<file path="config.mk">
export PLATFORM = sky130hd
export DESIGN_NAME = gate_motor_controller
export DESIGN_NICKNAME = d
export VERILOG_FILES = /design/src/design/gmc_pkg.sv /design/src/design/gate_motor_controller.sv
export SDC_FILE = /design/constraint.sdc
export NUM_CORES = 1
export LEC_CHECK = 0
export ABC_AREA = 1
export BUFFER_PORTS_ARGS = -buffer_cell sky130_fd_sc_hd__buf_4
export CORE_ASPECT_RATIO = 2
export CORE_UTILIZATION = 45
export CTS_BUF_LIST = sky130_fd_sc_hd__clkbuf_16
export CTS_CLUSTER_DIAMETER = 50
export DETAILED_ROUTE_END_ITERATION = 6
export PLACE_DENSITY_LB_ADDON = 0.3
export SYNTH_ARGS = -nofsm -noshare
export SYNTH_HDL_FRONTEND = slang
export SYNTH_SLANG_ARGS = --single-unit
</file>
<file path="constraint.sdc">
create_clock -name clk -period 4.1 [get_ports clk]
set_input_delay 0.82 -clock clk [delete_from_list [all_inputs] [get_ports clk]]
set_output_delay 0.82 -clock clk [all_outputs]
set_load 0.02 [all_outputs]
</file>
<file path="src/design/gmc_pkg.sv">
// ----------------------------------------------------------------------------
// gmc_pkg - gate motor controller shared definitions
// Codes, state encodings, register indexes and reset values of the gate
// motor controller.
// ----------------------------------------------------------------------------
`default_nettype none

package gmc_pkg;

	// width of the travel counter; it saturates at its all-ones value
	localparam int unsigned TIMEOUT_WIDTH = 16;

	localparam int unsigned CFG_DATA_WIDTH  = 16;
	localparam int unsigned CFG_INDEX_WIDTH = 3;

	// register indexes on the configuration port
	localparam logic [CFG_INDEX_WIDTH-1:0] CFG_TRAVEL_TIMEOUT = 3'd0;
	localparam logic [CFG_INDEX_WIDTH-1:0] CFG_OPEN_BLINK     = 3'd1;
	localparam logic [CFG_INDEX_WIDTH-1:0] CFG_CLOSE_BLINK    = 3'd2;
	localparam logic [CFG_INDEX_WIDTH-1:0] CFG_ERROR_BLINK    = 3'd3;
	localparam logic [CFG_INDEX_WIDTH-1:0] CFG_BEEP           = 3'd4;
	localparam logic [CFG_INDEX_WIDTH-1:0] CFG_DEBOUNCE       = 3'd5;
	localparam logic [CFG_INDEX_WIDTH-1:0] CFG_LIMIT_LEVEL    = 3'd6;

	// register reset values
	localparam logic [15:0] RST_TRAVEL_TIMEOUT = 16'd240;
	localparam logic [7:0]  RST_OPEN_BLINK     = 8'd10;
	localparam logic [7:0]  RST_CLOSE_BLINK    = 8'd5;
	localparam logic [7:0]  RST_ERROR_BLINK    = 8'd10;
	localparam logic [7:0]  RST_BEEP           = 8'd2;
	localparam logic [7:0]  RST_DEBOUNCE       = 8'd2;
	localparam logic        RST_LIMIT_LEVEL    = 1'b1;

	typedef enum logic [2:0] {
		OP_TICK     = 3'd0,
		OP_OPEN     = 3'd1,
		OP_CLOSE    = 3'd2,
		OP_STOP     = 3'd3,
		OP_LAMP_ON  = 3'd4,
		OP_LAMP_OFF = 3'd5,
		OP_RESET    = 3'd6,
		OP_BOOT     = 3'd7
	} op_t;

	typedef enum logic [2:0] {
		DOOR_UNKNOWN = 3'd0,
		DOOR_CLOSED  = 3'd1,
		DOOR_OPENING = 3'd2,
		DOOR_OPEN    = 3'd3,
		DOOR_CLOSING = 3'd4,
		DOOR_ERROR   = 3'd5
	} door_state_t;

	typedef enum logic [1:0] {
		ERR_OK            = 2'd0,
		ERR_BOTH_LIMITS   = 2'd1,
		ERR_OPEN_TIMEOUT  = 2'd2,
		ERR_CLOSE_TIMEOUT = 2'd3
	} error_t;

	typedef enum logic [1:0] {
		DRV_STOP  = 2'd0,
		DRV_OPEN  = 2'd1,
		DRV_CLOSE = 2'd2
	} drive_t;

	typedef enum logic [3:0] {
		REQ_NONE          = 4'd0,
		REQ_BTN_OPEN      = 4'd1,
		REQ_BTN_CLOSE     = 4'd2,
		REQ_BTN_UNK_CLOSE = 4'd3,
		REQ_CMD_OPEN      = 4'd4,
		REQ_CMD_CLOSE     = 4'd5,
		REQ_STOP          = 4'd6,
		REQ_RESET         = 4'd7,
		REQ_BOOT          = 4'd8
	} request_t;

	typedef enum logic [2:0] {
		OUT_NONE          = 3'd0,
		OUT_OPENED        = 3'd1,
		OUT_CLOSED        = 3'd2,
		OUT_LIMITS        = 3'd3,
		OUT_OPEN_TIMEOUT  = 3'd4,
		OUT_CLOSE_TIMEOUT = 3'd5
	} outcome_t;

	// result item, packed lowest field in the lowest bits
	typedef struct packed {
		outcome_t    outcome_report;
		request_t    request_report;
		logic        buzzer_enable;
		logic        lamp;
		logic        drive_close;
		logic        drive_open;
		error_t      error_out;
		door_state_t door_state_out;
	} result_t;

endpackage

`default_nettype wire

</file>
<file path="src/design/gate_motor_controller.sv">
// ----------------------------------------------------------------------------
// gate_motor_controller - gate opener with limit switches
// Door state machine with button debounce, travel timeout, lamp blink and
// error beeper, fed by tick and command items.
// ----------------------------------------------------------------------------
// Every input item (a tick or a command, selected by s_tuser) produces exactly
// one result item. The whole state update happens in the cycle the item is
// accepted, so the block takes one item per clock; the result sits in an
// output register backed by a one-entry skid stage, and s_tready drops only
// while both hold undelivered results. Counters and timing compare with >=,
// so a zero timing register fires on every tick. Write configuration only
// while no result is pending; writes to indexes beyond the list are ignored.
`default_nettype none

module gate_motor_controller (
	input  wire logic        clk,
	input  wire logic        arst_n,
	// configuration port
	input  wire logic        cfg_we,
	input  wire logic [gmc_pkg::CFG_INDEX_WIDTH-1:0] cfg_index,
	input  wire logic [gmc_pkg::CFG_DATA_WIDTH-1:0]  cfg_data,
	// input items
	input  wire logic        s_tvalid,
	output logic             s_tready,
	input  wire logic [7:0]  s_tdata,  // button_level, open_limit_level, close_limit_level, zeros
	input  wire logic [2:0]  s_tuser,  // operation
	// result items
	output logic             m_tvalid,
	input  wire logic        m_tready,
	output logic [15:0]      m_tdata   // door_state_out[2:0], error_out[4:3], drive_open[5],
	                                   // drive_close[6], lamp[7], buzzer_enable[8],
	                                   // request_report[12:9], outcome_report[15:13]
);

	localparam int unsigned TW = gmc_pkg::TIMEOUT_WIDTH;

	// configuration registers
	logic [15:0] travel_timeout_q;
	logic [7:0]  open_blink_q;
	logic [7:0]  close_blink_q;
	logic [7:0]  error_blink_q;
	logic [7:0]  beep_ticks_q;
	logic [7:0]  debounce_q;
	logic        limit_level_q;

	// controller state
	gmc_pkg::door_state_t door_q, door_d;
	gmc_pkg::error_t      err_q, err_d;
	gmc_pkg::drive_t      drive_q, drive_d;
	logic [TW-1:0] travel_q, travel_d;
	logic [7:0]    blink_cnt_q, blink_cnt_d;
	logic          blink_phase_q, blink_phase_d;
	logic          lamp_q, lamp_d;
	logic          beep_phase_q, beep_phase_d;
	logic [7:0]    beep_cnt_q, beep_cnt_d;
	logic          buzzer_q, buzzer_d;
	logic [7:0]    stable_q, stable_d;
	logic          raw_prev_q, raw_prev_d;
	// the previous filtered level always equals the filtered level between
	// items, so one register serves both
	logic          filt_q, filt_d;

	// output register and skid stage
	gmc_pkg::result_t out_q, skid_q, res;
	logic             out_valid_q, skid_valid_q;

	logic        accept, take;
	gmc_pkg::op_t op;
	logic        btn, lim_open, lim_close;

	assign accept    = s_tvalid && s_tready;
	assign take      = m_tvalid && m_tready;
	assign s_tready  = !skid_valid_q;
	assign m_tvalid  = out_valid_q;
	assign m_tdata   = out_q;

	assign op        = gmc_pkg::op_t'(s_tuser);
	assign btn       = s_tdata[0];
	assign lim_open  = (s_tdata[1] == limit_level_q);
	assign lim_close = (s_tdata[2] == limit_level_q);

	always_ff @(posedge clk or negedge arst_n) begin
		if (!arst_n) begin
			travel_timeout_q <= gmc_pkg::RST_TRAVEL_TIMEOUT;
			open_blink_q     <= gmc_pkg::RST_OPEN_BLINK;
			close_blink_q    <= gmc_pkg::RST_CLOSE_BLINK;
			error_blink_q    <= gmc_pkg::RST_ERROR_BLINK;
			beep_ticks_q     <= gmc_pkg::RST_BEEP;
			debounce_q       <= gmc_pkg::RST_DEBOUNCE;
			limit_level_q    <= gmc_pkg::RST_LIMIT_LEVEL;
		end else if (cfg_we) begin
			case (cfg_index)
				gmc_pkg::CFG_TRAVEL_TIMEOUT: travel_timeout_q <= cfg_data;
				gmc_pkg::CFG_OPEN_BLINK:     open_blink_q     <= cfg_data[7:0];
				gmc_pkg::CFG_CLOSE_BLINK:    close_blink_q    <= cfg_data[7:0];
				gmc_pkg::CFG_ERROR_BLINK:    error_blink_q    <= cfg_data[7:0];
				gmc_pkg::CFG_BEEP:           beep_ticks_q     <= cfg_data[7:0];
				gmc_pkg::CFG_DEBOUNCE:       debounce_q       <= cfg_data[7:0];
				gmc_pkg::CFG_LIMIT_LEVEL:    limit_level_q    <= cfg_data[0];
				default: ;
			endcase
		end
	end

	always_ff @(posedge clk or negedge arst_n) begin
		if (!arst_n) begin
			door_q        <= gmc_pkg::DOOR_UNKNOWN;
			err_q         <= gmc_pkg::ERR_OK;
			drive_q       <= gmc_pkg::DRV_STOP;
			travel_q      <= '0;
			blink_cnt_q   <= '0;
			blink_phase_q <= 1'b0;
			lamp_q        <= 1'b0;
			beep_phase_q  <= 1'b0;
			beep_cnt_q    <= '0;
			buzzer_q      <= 1'b0;
			stable_q      <= '0;
			raw_prev_q    <= 1'b1;
			filt_q        <= 1'b1;
		end else if (accept) begin
			door_q        <= door_d;
			err_q         <= err_d;
			drive_q       <= drive_d;
			travel_q      <= travel_d;
			blink_cnt_q   <= blink_cnt_d;
			blink_phase_q <= blink_phase_d;
			lamp_q        <= lamp_d;
			beep_phase_q  <= beep_phase_d;
			beep_cnt_q    <= beep_cnt_d;
			buzzer_q      <= buzzer_d;
			stable_q      <= stable_d;
			raw_prev_q    <= raw_prev_d;
			filt_q        <= filt_d;
		end
	end

	always_comb begin
		logic              edge_hit;
		logic              opening;
		logic [7:0]        blink_limit;
		gmc_pkg::request_t req;
		gmc_pkg::outcome_t outc;

		door_d        = door_q;
		err_d         = err_q;
		drive_d       = drive_q;
		travel_d      = travel_q;
		blink_cnt_d   = blink_cnt_q;
		blink_phase_d = blink_phase_q;
		lamp_d        = lamp_q;
		beep_phase_d  = beep_phase_q;
		beep_cnt_d    = beep_cnt_q;
		buzzer_d      = buzzer_q;
		stable_d      = stable_q;
		raw_prev_d    = raw_prev_q;
		filt_d        = filt_q;
		edge_hit      = 1'b0;
		opening       = 1'b0;
		blink_limit   = error_blink_q;
		req           = gmc_pkg::REQ_NONE;
		outc          = gmc_pkg::OUT_NONE;

		case (op)
			gmc_pkg::OP_TICK: begin
				// debounce the raw button and look for a press
				if (btn == raw_prev_q) begin
					stable_d = stable_q + 8'd1;
				end else begin
					stable_d   = '0;
					raw_prev_d = btn;
				end
				if (stable_d >= debounce_q) begin
					filt_d   = btn;
					stable_d = '0;
				end
				edge_hit = filt_q && !filt_d;

				if (edge_hit) begin
					case (door_q)
						gmc_pkg::DOOR_CLOSED: begin
							door_d = gmc_pkg::DOOR_OPENING;
							req    = gmc_pkg::REQ_BTN_OPEN;
						end
						gmc_pkg::DOOR_OPEN: begin
							door_d = gmc_pkg::DOOR_CLOSING;
							req    = gmc_pkg::REQ_BTN_CLOSE;
						end
						gmc_pkg::DOOR_UNKNOWN: begin
							door_d = gmc_pkg::DOOR_CLOSING;
							req    = gmc_pkg::REQ_BTN_UNK_CLOSE;
						end
						default: ;
					endcase
				end

				// beeper: show the phase from before this tick's toggle
				if (door_d == gmc_pkg::DOOR_ERROR) begin
					beep_cnt_d = beep_cnt_q + 8'd1;
					buzzer_d   = beep_phase_q;
					if (beep_cnt_d >= beep_ticks_q) begin
						beep_cnt_d   = '0;
						beep_phase_d = !beep_phase_q;
					end
				end else begin
					buzzer_d     = 1'b0;
					beep_phase_d = 1'b0;
					beep_cnt_d   = '0;
				end

				opening     = (door_d == gmc_pkg::DOOR_OPENING);
				blink_limit = (door_d == gmc_pkg::DOOR_ERROR) ? error_blink_q :
				              (opening ? open_blink_q : close_blink_q);

				case (door_d)
					gmc_pkg::DOOR_OPENING, gmc_pkg::DOOR_CLOSING: begin
						if (lim_open && lim_close) begin
							door_d  = gmc_pkg::DOOR_ERROR;
							err_d   = gmc_pkg::ERR_BOTH_LIMITS;
							drive_d = gmc_pkg::DRV_STOP;
							outc    = gmc_pkg::OUT_LIMITS;
						end else begin
							drive_d = opening ? gmc_pkg::DRV_OPEN : gmc_pkg::DRV_CLOSE;
							if (travel_q != {TW{1'b1}}) begin
								travel_d = travel_q + TW'(1);
							end
							blink_cnt_d = blink_cnt_q + 8'd1;
							if (blink_cnt_d >= blink_limit) begin
								blink_cnt_d   = '0;
								blink_phase_d = !blink_phase_q;
								lamp_d        = blink_phase_d;
							end
							if (opening ? lim_open : lim_close) begin
								drive_d  = gmc_pkg::DRV_STOP;
								travel_d = '0;
								door_d   = opening ? gmc_pkg::DOOR_OPEN : gmc_pkg::DOOR_CLOSED;
								lamp_d   = opening;
								outc     = opening ? gmc_pkg::OUT_OPENED : gmc_pkg::OUT_CLOSED;
							end else if (32'(travel_d) >= 32'(travel_timeout_q)) begin
								drive_d = gmc_pkg::DRV_STOP;
								door_d  = gmc_pkg::DOOR_ERROR;
								err_d   = opening ? gmc_pkg::ERR_OPEN_TIMEOUT :
								                    gmc_pkg::ERR_CLOSE_TIMEOUT;
								outc    = opening ? gmc_pkg::OUT_OPEN_TIMEOUT :
								                    gmc_pkg::OUT_CLOSE_TIMEOUT;
							end
						end
					end
					gmc_pkg::DOOR_ERROR: begin
						drive_d     = gmc_pkg::DRV_STOP;
						blink_cnt_d = blink_cnt_q + 8'd1;
						if (blink_cnt_d >= blink_limit) begin
							blink_cnt_d   = '0;
							blink_phase_d = !blink_phase_q;
							lamp_d        = blink_phase_d;
						end
					end
					default: begin
						// idle: open keeps the lamp on, closed and unknown off
						lamp_d      = (door_d == gmc_pkg::DOOR_OPEN);
						drive_d     = gmc_pkg::DRV_STOP;
						blink_cnt_d = '0;
						travel_d    = '0;
					end
				endcase
			end
			gmc_pkg::OP_OPEN: begin
				if (door_q == gmc_pkg::DOOR_CLOSED || door_q == gmc_pkg::DOOR_UNKNOWN) begin
					door_d = gmc_pkg::DOOR_OPENING;
					req    = gmc_pkg::REQ_CMD_OPEN;
				end
			end
			gmc_pkg::OP_CLOSE: begin
				if (door_q == gmc_pkg::DOOR_OPEN || door_q == gmc_pkg::DOOR_UNKNOWN) begin
					door_d = gmc_pkg::DOOR_CLOSING;
					req    = gmc_pkg::REQ_CMD_CLOSE;
				end
			end
			gmc_pkg::OP_STOP: begin
				drive_d = gmc_pkg::DRV_STOP;
				door_d  = gmc_pkg::DOOR_UNKNOWN;
				req     = gmc_pkg::REQ_STOP;
			end
			gmc_pkg::OP_LAMP_ON:  lamp_d = 1'b1;
			gmc_pkg::OP_LAMP_OFF: lamp_d = 1'b0;
			gmc_pkg::OP_RESET: begin
				// motor keeps its drive until the next tick
				err_d  = gmc_pkg::ERR_OK;
				door_d = gmc_pkg::DOOR_UNKNOWN;
				req    = gmc_pkg::REQ_RESET;
			end
			default: begin
				// boot classify from the limit switches
				if (lim_open && lim_close) begin
					door_d = gmc_pkg::DOOR_ERROR;
					err_d  = gmc_pkg::ERR_BOTH_LIMITS;
				end else if (lim_open) begin
					door_d = gmc_pkg::DOOR_OPEN;
				end else if (lim_close) begin
					door_d = gmc_pkg::DOOR_CLOSED;
				end else begin
					door_d = gmc_pkg::DOOR_UNKNOWN;
				end
				req = gmc_pkg::REQ_BOOT;
			end
		endcase

		res.door_state_out = door_d;
		res.error_out      = err_d;
		res.drive_open     = (drive_d == gmc_pkg::DRV_OPEN);
		res.drive_close    = (drive_d == gmc_pkg::DRV_CLOSE);
		res.lamp           = lamp_d;
		res.buzzer_enable  = buzzer_d;
		res.request_report = req;
		res.outcome_report = outc;
	end

	// output register with skid stage
	always_ff @(posedge clk or negedge arst_n) begin
		if (!arst_n) begin
			out_valid_q  <= 1'b0;
			skid_valid_q <= 1'b0;
		end else begin
			if (take) begin
				out_valid_q  <= skid_valid_q || accept;
				skid_valid_q <= 1'b0;
			end else if (accept) begin
				out_valid_q  <= 1'b1;
				skid_valid_q <= out_valid_q;
			end
		end
	end

	always_ff @(posedge clk) begin
		if (take) begin
			if (skid_valid_q) begin
				out_q <= skid_q;
			end else if (accept) begin
				out_q <= res;
			end
		end else if (accept) begin
			if (out_valid_q) begin
				skid_q <= res;
			end else begin
				out_q <= res;
			end
		end
	end

	// a result arriving behind a stalled one must land in the skid stage
	a_skid_fill: assert property (@(posedge clk) disable iff (!arst_n)
		accept && out_valid_q && !m_tready |=> skid_valid_q)
		else $error("stalled result not held in skid stage");

	a_skid_needs_out: assert property (@(posedge clk) disable iff (!arst_n)
		skid_valid_q |-> out_valid_q)
		else $error("skid stage valid with empty output register");

	a_error_code: assert property (@(posedge clk) disable iff (!arst_n)
		door_q == gmc_pkg::DOOR_ERROR |-> err_q != gmc_pkg::ERR_OK)
		else $error("error state without an error code");

	a_one_direction: assert property (@(posedge clk) disable iff (!arst_n)
		m_tvalid |-> !(m_tdata[5] && m_tdata[6]))
		else $error("motor driven in both directions");

endmodule

`default_nettype wire

</file>
# --- Word-level counts from Yosys, hierarchy flattened ---
# Index checks and enable logic that the tools add are counted.
op_classes:
  add_sub_neg: 4
  n_lt_le_gt_ge: 4
  n_eq_ne: 27
  mux: 80
  bitwise: 3
  reduce_logical: 37
op_table:
  columns: ["operator", "count"]
  rows:
  - ["two-way mux 16 bit", 11]
  - ["two-way mux 8 bit", 9]
  - ["two-way mux 3 bit", 16]
  - ["one-hot mux 16 bit (2 select lines)", 1]
  - ["two-way mux 2 bit", 14]
  - ["adder 8 x 1 -> 8 bit (second input constant)", 3]
  - ["== test 3 bit (second input constant)", 8]
  - ["greater-or-equal comparator 8 bit", 3]
  - ["one-hot mux 4 bit (6 select lines)", 1]
  - ["== test 3 x 2 -> 1 bit (second input constant)", 7]
  - ["two-way mux 1 bit", 19]
  - ["adder 16 x 1 -> 16 bit (second input constant)", 1]
  - ["greater-or-equal comparator 16 bit", 1]
  - ["!= test 16 bit (second input constant)", 1]
  - ["one-hot mux 8 bit (2 select lines)", 1]
  - ["AND reduction 2 bit", 8]
  - ["one-hot mux 3 bit (5 select lines)", 1]
  - ["AND reduction 3 bit", 5]
  - ["one-hot mux 2 bit (3 select lines)", 2]
  - ["== test 3 x 1 -> 1 bit (second input constant)", 3]
  - ["logical NOT 3 bit", 3]
  - ["AND reduction 4 bit", 2]
  - ["OR reduction 2 bit", 4]
  - ["one-hot mux 3 bit (2 select lines)", 1]
  - ["other kinds (14)", 30]
totals:
  ff_bits: 144
  in_bits: 35
  output_inout_bits: 18
  wordCells: 193

# --- Longest topological paths before layout ---
depth:
  ltp_word: 24
  mapped_depth: 38

# --- Worst setup path after synthesis ---
# OpenSTA, ideal clock, no wires.
synth_timing:
  path_kind: "input -> register"
  start: "in s_tdata[0]"
  end: "reg out_q (netlist bit m_tdata[7]) (data pin)"
  setup_time_ps: 254
  arrival_time_ps: 4152
  required_ps: 3846
  slack_ps: -307
  path_stages: 31
  path_buffers: 1
  path_cell_list: "xor2_1 -> inv_1 -> o21ai_0 -> nor2_1 -> ha_1 -> nand2_1 -> nor2_1 -> nor2_1 -> nand2_1 -> nand2_2 -> nand2_4 -> nand2_1 -> nand2_1 -> nand2_2 -> nand3_4 -> clkbuf_1 -> nor2_1 -> o21ai_0 -> inv_1 -> ha_1 -> a21oi_1 -> o21a_1 -> nand3_1 -> o21ai_0 -> nor2_1 -> nor2_1 -> nand2_1 -> nand2_1 -> nand2_1 -> nand3_1 -> nand2_1"
synth_via:
  elab_chain_len: 22
synth_rtl:
  columns: ["item", "line", "rtl"]
  rows:
  - ["start, declared", "gate_motor_controller.sv:25", "input wire logic [7:0] s_tdata,"]
  - ["== test 1 bit", "gate_motor_controller.sv:166", "if (btn == raw_prev_q) begin"]
  - ["two-way mux 8 bit", "gate_motor_controller.sv:166", null]
  - ["two-way mux 8 bit", "gate_motor_controller.sv:163", "case (op)"]
  - ["greater-or-equal comparator 8 bit", "gate_motor_controller.sv:172", "if (stable_d >= debounce_q) begin"]
  - ["two-way mux 1 bit *", "gate_motor_controller.sv:172", null]
  - ["two-way mux 1 bit *", "gate_motor_controller.sv:163", null]
  - ["logical NOT 1 bit *", "gate_motor_controller.sv:176", "edge_hit = filt_q && !filt_d;"]
  - ["logical AND 1 bit *", "gate_motor_controller.sv:176", null]
  - ["[... 6 more ...]", null, null]
  - ["two-way mux 1 bit", "gate_motor_controller.sv:227, gate_motor_controller.sv:251", null]
  - ["two-way mux 1 bit", "gate_motor_controller.sv:232", "if (opening ? lim_open : lim_close) begin"]
  - ["two-way mux 1 bit", "gate_motor_controller.sv:216", "if (lim_open && lim_close) begin"]
  - ["one-hot mux 1 bit (2 select lines) *", "gate_motor_controller.sv:214", "case (door_d)"]
  - ["one-hot mux 1 bit (3 select lines) *", "gate_motor_controller.sv:163", null]
  - ["two-way mux 16 bit, on equally long branches", "gate_motor_controller.sv:341, gate_motor_controller.sv:337", null]
  - ["two-way mux 16 bit, on equally long branches", "gate_motor_controller.sv:340, gate_motor_controller.sv:335", null]
  - ["two-way mux 16 bit *", "gate_motor_controller.sv:334", "if (take) begin"]
  - ["end signal, assigned", "gate_motor_controller.sv:336", "out_q <= skid_q;"]
  - ["end signal, assigned", "gate_motor_controller.sv:338", "out_q <= res;"]
  - ["end signal, assigned", "gate_motor_controller.sv:344", "out_q <= res;"]
  - ["end, declared", "gate_motor_controller.sv:64", "gmc_pkg::result_t out_q, skid_q, res;"]
# Every way passes the cells marked *; elsewhere a longest branch is shown, timed or not. The select of a mux whose other input is x is not followed.
# A chain may end at the register's enable or synchronous reset.

# --- Final worst setup path ---
layout_timing:
  start: "reg stable_q[0]"
  end: "reg out_q (netlist bit m_tdata[7]) (data pin)"
layout_via:
  elab_chain_len: 22
layout_rtl:
  columns: ["item", "line", "rtl"]
  rows:
  - ["start, declared", "gate_motor_controller.sv:57", "logic [7:0] stable_q, stable_d;"]
  - ["start signal, assigned", "gate_motor_controller.sv:131", "stable_q <= stable_d;"]
  - ["adder 8 x 1 -> 8 bit *", "gate_motor_controller.sv:167", "stable_d = stable_q + 8'd1;"]
  - ["two-way mux 8 bit *", "gate_motor_controller.sv:166", null]
  - ["two-way mux 8 bit *", "gate_motor_controller.sv:163", null]
  - ["greater-or-equal comparator 8 bit *", "gate_motor_controller.sv:172", null]
  - ["two-way mux 1 bit *", "gate_motor_controller.sv:172", null]
  - ["two-way mux 1 bit *", "gate_motor_controller.sv:163", null]
  - ["logical NOT 1 bit *", "gate_motor_controller.sv:176", null]
  - ["logical AND 1 bit *", "gate_motor_controller.sv:176", null]
  - ["[... 6 more ...]", null, null]
  - ["two-way mux 1 bit", "gate_motor_controller.sv:227, gate_motor_controller.sv:251", null]
  - ["two-way mux 1 bit", "gate_motor_controller.sv:232", null]
  - ["two-way mux 1 bit", "gate_motor_controller.sv:216", null]
  - ["one-hot mux 1 bit (2 select lines) *", "gate_motor_controller.sv:214", null]
  - ["one-hot mux 1 bit (3 select lines) *", "gate_motor_controller.sv:163", null]
  - ["two-way mux 16 bit, on equally long branches", "gate_motor_controller.sv:341, gate_motor_controller.sv:337", null]
  - ["two-way mux 16 bit, on equally long branches", "gate_motor_controller.sv:340, gate_motor_controller.sv:335", null]
  - ["two-way mux 16 bit *", "gate_motor_controller.sv:334", null]
# Marks and branches as above.

==> impl_summary.md <==
Logic synthesis
The area of the mapped netlist is just over 0.008 sq mm. The post-synthesis area per instance is a little over 8 sq um. The commonest cells after synthesis are sky130_fd_sc_hd__nand2_1, sky130_fd_sc_hd__inv_1, sky130_fd_sc_hd__dfrtp_1, sky130_fd_sc_hd__o21ai_0, sky130_fd_sc_hd__nor2_1. The count of different cell masters after synthesis is 50. Synthesis inferred about 140 register bits.

The async set-or-reset flop fraction in the synthesized netlist is between 70% and 80%. Among all flip-flop cells after synthesis, the most frequent one is sky130_fd_sc_hd__dfrtp_1. The net count after synthesis is 1073. In this run, synthesis inferred 32 flip-flops with an integrated enable. The total of warnings raised by yosys is 0. The gate count of the mapped netlist is approximately 990. The top cell type's share of synthesized area is 30.0%.

Yosys attributes the largest share of cell area to sky130_fd_sc_hd__dfrtp_1, sky130_fd_sc_hd__edfxtp_1, sky130_fd_sc_hd__nand2_1. The share of the Yosys chip area taken by registers is 46.8%. The cell type with the largest total area after synthesis is sky130_fd_sc_hd__dfrtp_1. In the post-synthesis netlist, the cell with the most instances is sky130_fd_sc_hd__nand2_1.

Timing
The time the final worst path needs with I/O delays and setup is ~4.3 ns. The tightest hold path in the finished design has a slack of 0.410 ns. Across all setup checks in the final design, the least slack found is -0.243 ns.

The number of slew-limit violations in the final report is 0. The worst slew margin relative to its limit is 41.7%. The slew at the pin with the worst max-slew slack is between 0.8 and 0.9 ns. The final count of hold timing violations came to 0. The worst clock skew is roughly 0.016 ns. Setup violations remaining at the end of the flow were counted as 3. The final critical path takes up 106% of the cycle.

The maximum frequency from static timing analysis is approximately 230 MHz. Setup repair after global routing could not meet its margin everywhere.

Clock tree
The clock tree from TritonCTS is built. Clock tree synthesis found a total of 144 sinks. The number of buffers inserted during clock tree synthesis is 17.

The clock slew seen by the registers of the worst setup and hold paths is ~0.07 ns. The master cell of the clock root buffer is sky130_fd_sc_hd__clkbuf_16. The later pin in the worst-skew pair is clocked with a latency of ~0.43 ns. The count of hold buffers inserted by post-cts repair is 0.

Counting along the longest clock path gives a buffer depth of 2. In this run the number of H-tree levels came out at 4.

Floorplan
For this configuration, the core starts out at a cell density of between 40% and 50%. The floorplan step set the die height to 192 microns. The floorplan step defined a die boundary enclosing around 0.019 sq mm. In this run the count of I/O pins placed on the die edge is 53. The horizontal extent of the die is 96.8 microns.

The area of the core is ~0.018 sq mm. The floorplan has 69 rows.

Power
The power per cell area is between 600 and 700 mW/mm^2. The peak ir drop on the vdd network is about 0.36 mV. The cell leakage power is a little under 5 nW.

Finish
The final instance count without filler cells is 1310. The layout overhead on the synthesized area is 21.9%. Cells with a size suffix above 1 make up between 20% and 30% of the layout.

The cell area after layout is 0.00985 sq mm. In the final design database the tool counted 1163 nets. The number of antenna diodes in the final layout is 0.

Route
Once detail routing completed, the nets flagged for antenna violations numbered 0. The DRC violation total after the first TritonRoute iteration is approximately 230. The wire length after detailed routing is 19400 microns. In the final routed layout, each cell accounts on average for between 10 and 15 microns. The detail-routed via count per cell is about 5.2.

The first-pass iteration count of the detailed router is 4. The routed layout has between 6000 and 7000 vias. After detailed routing, the number of remaining DRC violations is 0.

Placed design
The minimum setup slack after placement is -0.614 ns. The count of buffers added on input and output ports is 47. Once detailed placement completed, the half-perimeter wirelength came to 14200 microns.

Counting tap cells, the placed design contains a total of roughly 1300 instances. Once placement finished, the instance area stood at around 0.0088 sq mm. The placer congestion estimate is roughly 0.88.

Run status
The flow ran to the end, but the final reports show violations. The final reports fail on setup timing.

Setup path
The setup path with the least slack is of type reg -> reg. The endpoint class of the critical path is a flop. The cell seen most often among critical-path stages is sky130_fd_sc_hd__nand2_2. STA classifies the critical path startpoint as a flop.

Among all stages on the critical path, the largest delay is contributed by sky130_fd_sc_hd__dfrtp_1. At the worst endpoint, the arrival time is 4.54 ns. For the worst setup path, the data required time is roughly 4.3 ns.

The worst register-to-register path ends at m_tdata[7]$_DFFE_PP_. The startpoint identified for the worst register-to-register timing path is stable_q[0]$_DFFE_PN0P_. In this run the worst path has a maximum fanout of 8. For the worst flop-to-flop path, the logic depth is 32. The highest cell delay on the worst timing path is between 0.3 and 0.4 ns. The worst-case register-to-register setup slack is -0.24 ns.

GRT
The number of antenna violations at the first check in global routing is 0. The combined global-route utilization of all metal layers is 22.2%. The total overflow left after global routing is 0.

The wire length of the first global-routing pass is between 30000 and 40000 microns. The via count of the first global-routing pass is between 7000 and 8000. Entering global routing, the biggest net connects 66 pins.

Run
The number of maximum-capacitance constraint violations is 0.

Worst hold path
The path class of the tightest hold or removal check is in -> async.
-- worst max-delay path by stage --
stage	startpoint	endpoint
after floorplan	s_tdata[0]	m_tdata[7]$_DFFE_PP_
after global placement	s_tdata[0]	m_tdata[7]$_DFFE_PP_
after detailed placement	s_tdata[0]	m_tdata[7]$_DFFE_PP_
after CTS	stable_q[2]$_DFFE_PN0P_	m_tdata[7]$_DFFE_PP_
after global routing	stable_q[0]$_DFFE_PN0P_	m_tdata[7]$_DFFE_PP_
final	stable_q[0]$_DFFE_PN0P_	m_tdata[7]$_DFFE_PP_
-- final cells by class --
cell class | count | area (sq um)
timing repair buffer | 91 | 703
tap | 213 | 267
fill | 1601 | 7850
multi-input combinational | 676 | 3900
sequential | 144 | 3780
clock inverter | 14 | 150
inverter | 153 | 589
timing repair inverter | 1 | 6.26
clock buffer | 18 | 450
-- worst max-delay path: cells and delay by family, from the launching register on --
kind            cells  cell delay, ns
compound gates      6            0.85
fa+ha+maj           2            0.58
buf+inv             5            0.43
flops               1            0.36
simple gates       19            1.87
-- logic make-up after synthesis --
kind of cell	after synthesis	synth area share (%)
simple gates	409	21.6
compound gates	201	14.0
buf+inv	174	8.42
flops	144	46.8
fa+ha+maj	44	6.81
xor+xnor	22	2.38
-- per-stage QoR --
stage	TNS, ns	util [%]	total power, mW
after floorplan	0	-	3.69
after global placement	-3.56	50.0	4.40
after detailed placement	-4.77	50.0	4.46
after CTS	-0.289	54.3	6.23
after global routing	-3.51	55.7	6.91
final	-0.551	55.7	6.45
-- state kept, by name (all words and copies together) (netlist names), 2 cells and up --
signal / count
m_tdata: 16
travel_q: 16
close_blink_q: 8
stable_q: 8
beep_cnt_q: 8
drive_q: 2
blink_cnt_q: 8
open_blink_q: 8
door_q: 3
skid_q: 16
beep_ticks_q: 8
debounce_q: 8
error_blink_q: 8
err_q: 2
travel_timeout_q: 16
-- placed cells by master (no fill, tap or decap), types with 23 or more instances in the layout --
master and instances:
sky130_fd_sc_hd__inv_1 138, sky130_fd_sc_hd__edfxtp_1 32, sky130_fd_sc_hd__buf_4 88, sky130_fd_sc_hd__nand2_1 232, sky130_fd_sc_hd__a21oi_1 52, sky130_fd_sc_hd__dfrtp_1 97, sky130_fd_sc_hd__nor2_1 70, sky130_fd_sc_hd__o21ai_0 78
sky130_fd_sc_hd__nand3_1 30, sky130_fd_sc_hd__o21ai_1 23, sky130_fd_sc_hd__ha_1 38
-- layer usage --
layer	up-vias	track usage, %	share of wire (%)
met1	3214	20.8	36
met5	-	0	0
met4	0	13.8	5.0
met2	152	43.7	56
li1	3435	-	-
met3	60	3.51	2.7
-- timing repair --
action / in CTS / in global routing
gates cloned: 1 / 0
resized for setup: 34 / 52
endpoints found under the setup margin: 11 / 17
buffers inserted: 8 / 7
pin swaps: 3 / 27
-- power by group --
part           leakage (nW)  switching [mW]  internal [mW]
clock                 0.303           0.652          0.941
sequential             1.70           0.223           1.88
combinational          2.83            1.67           1.09
No activity file was read; power rests on OpenSTA's default activity.
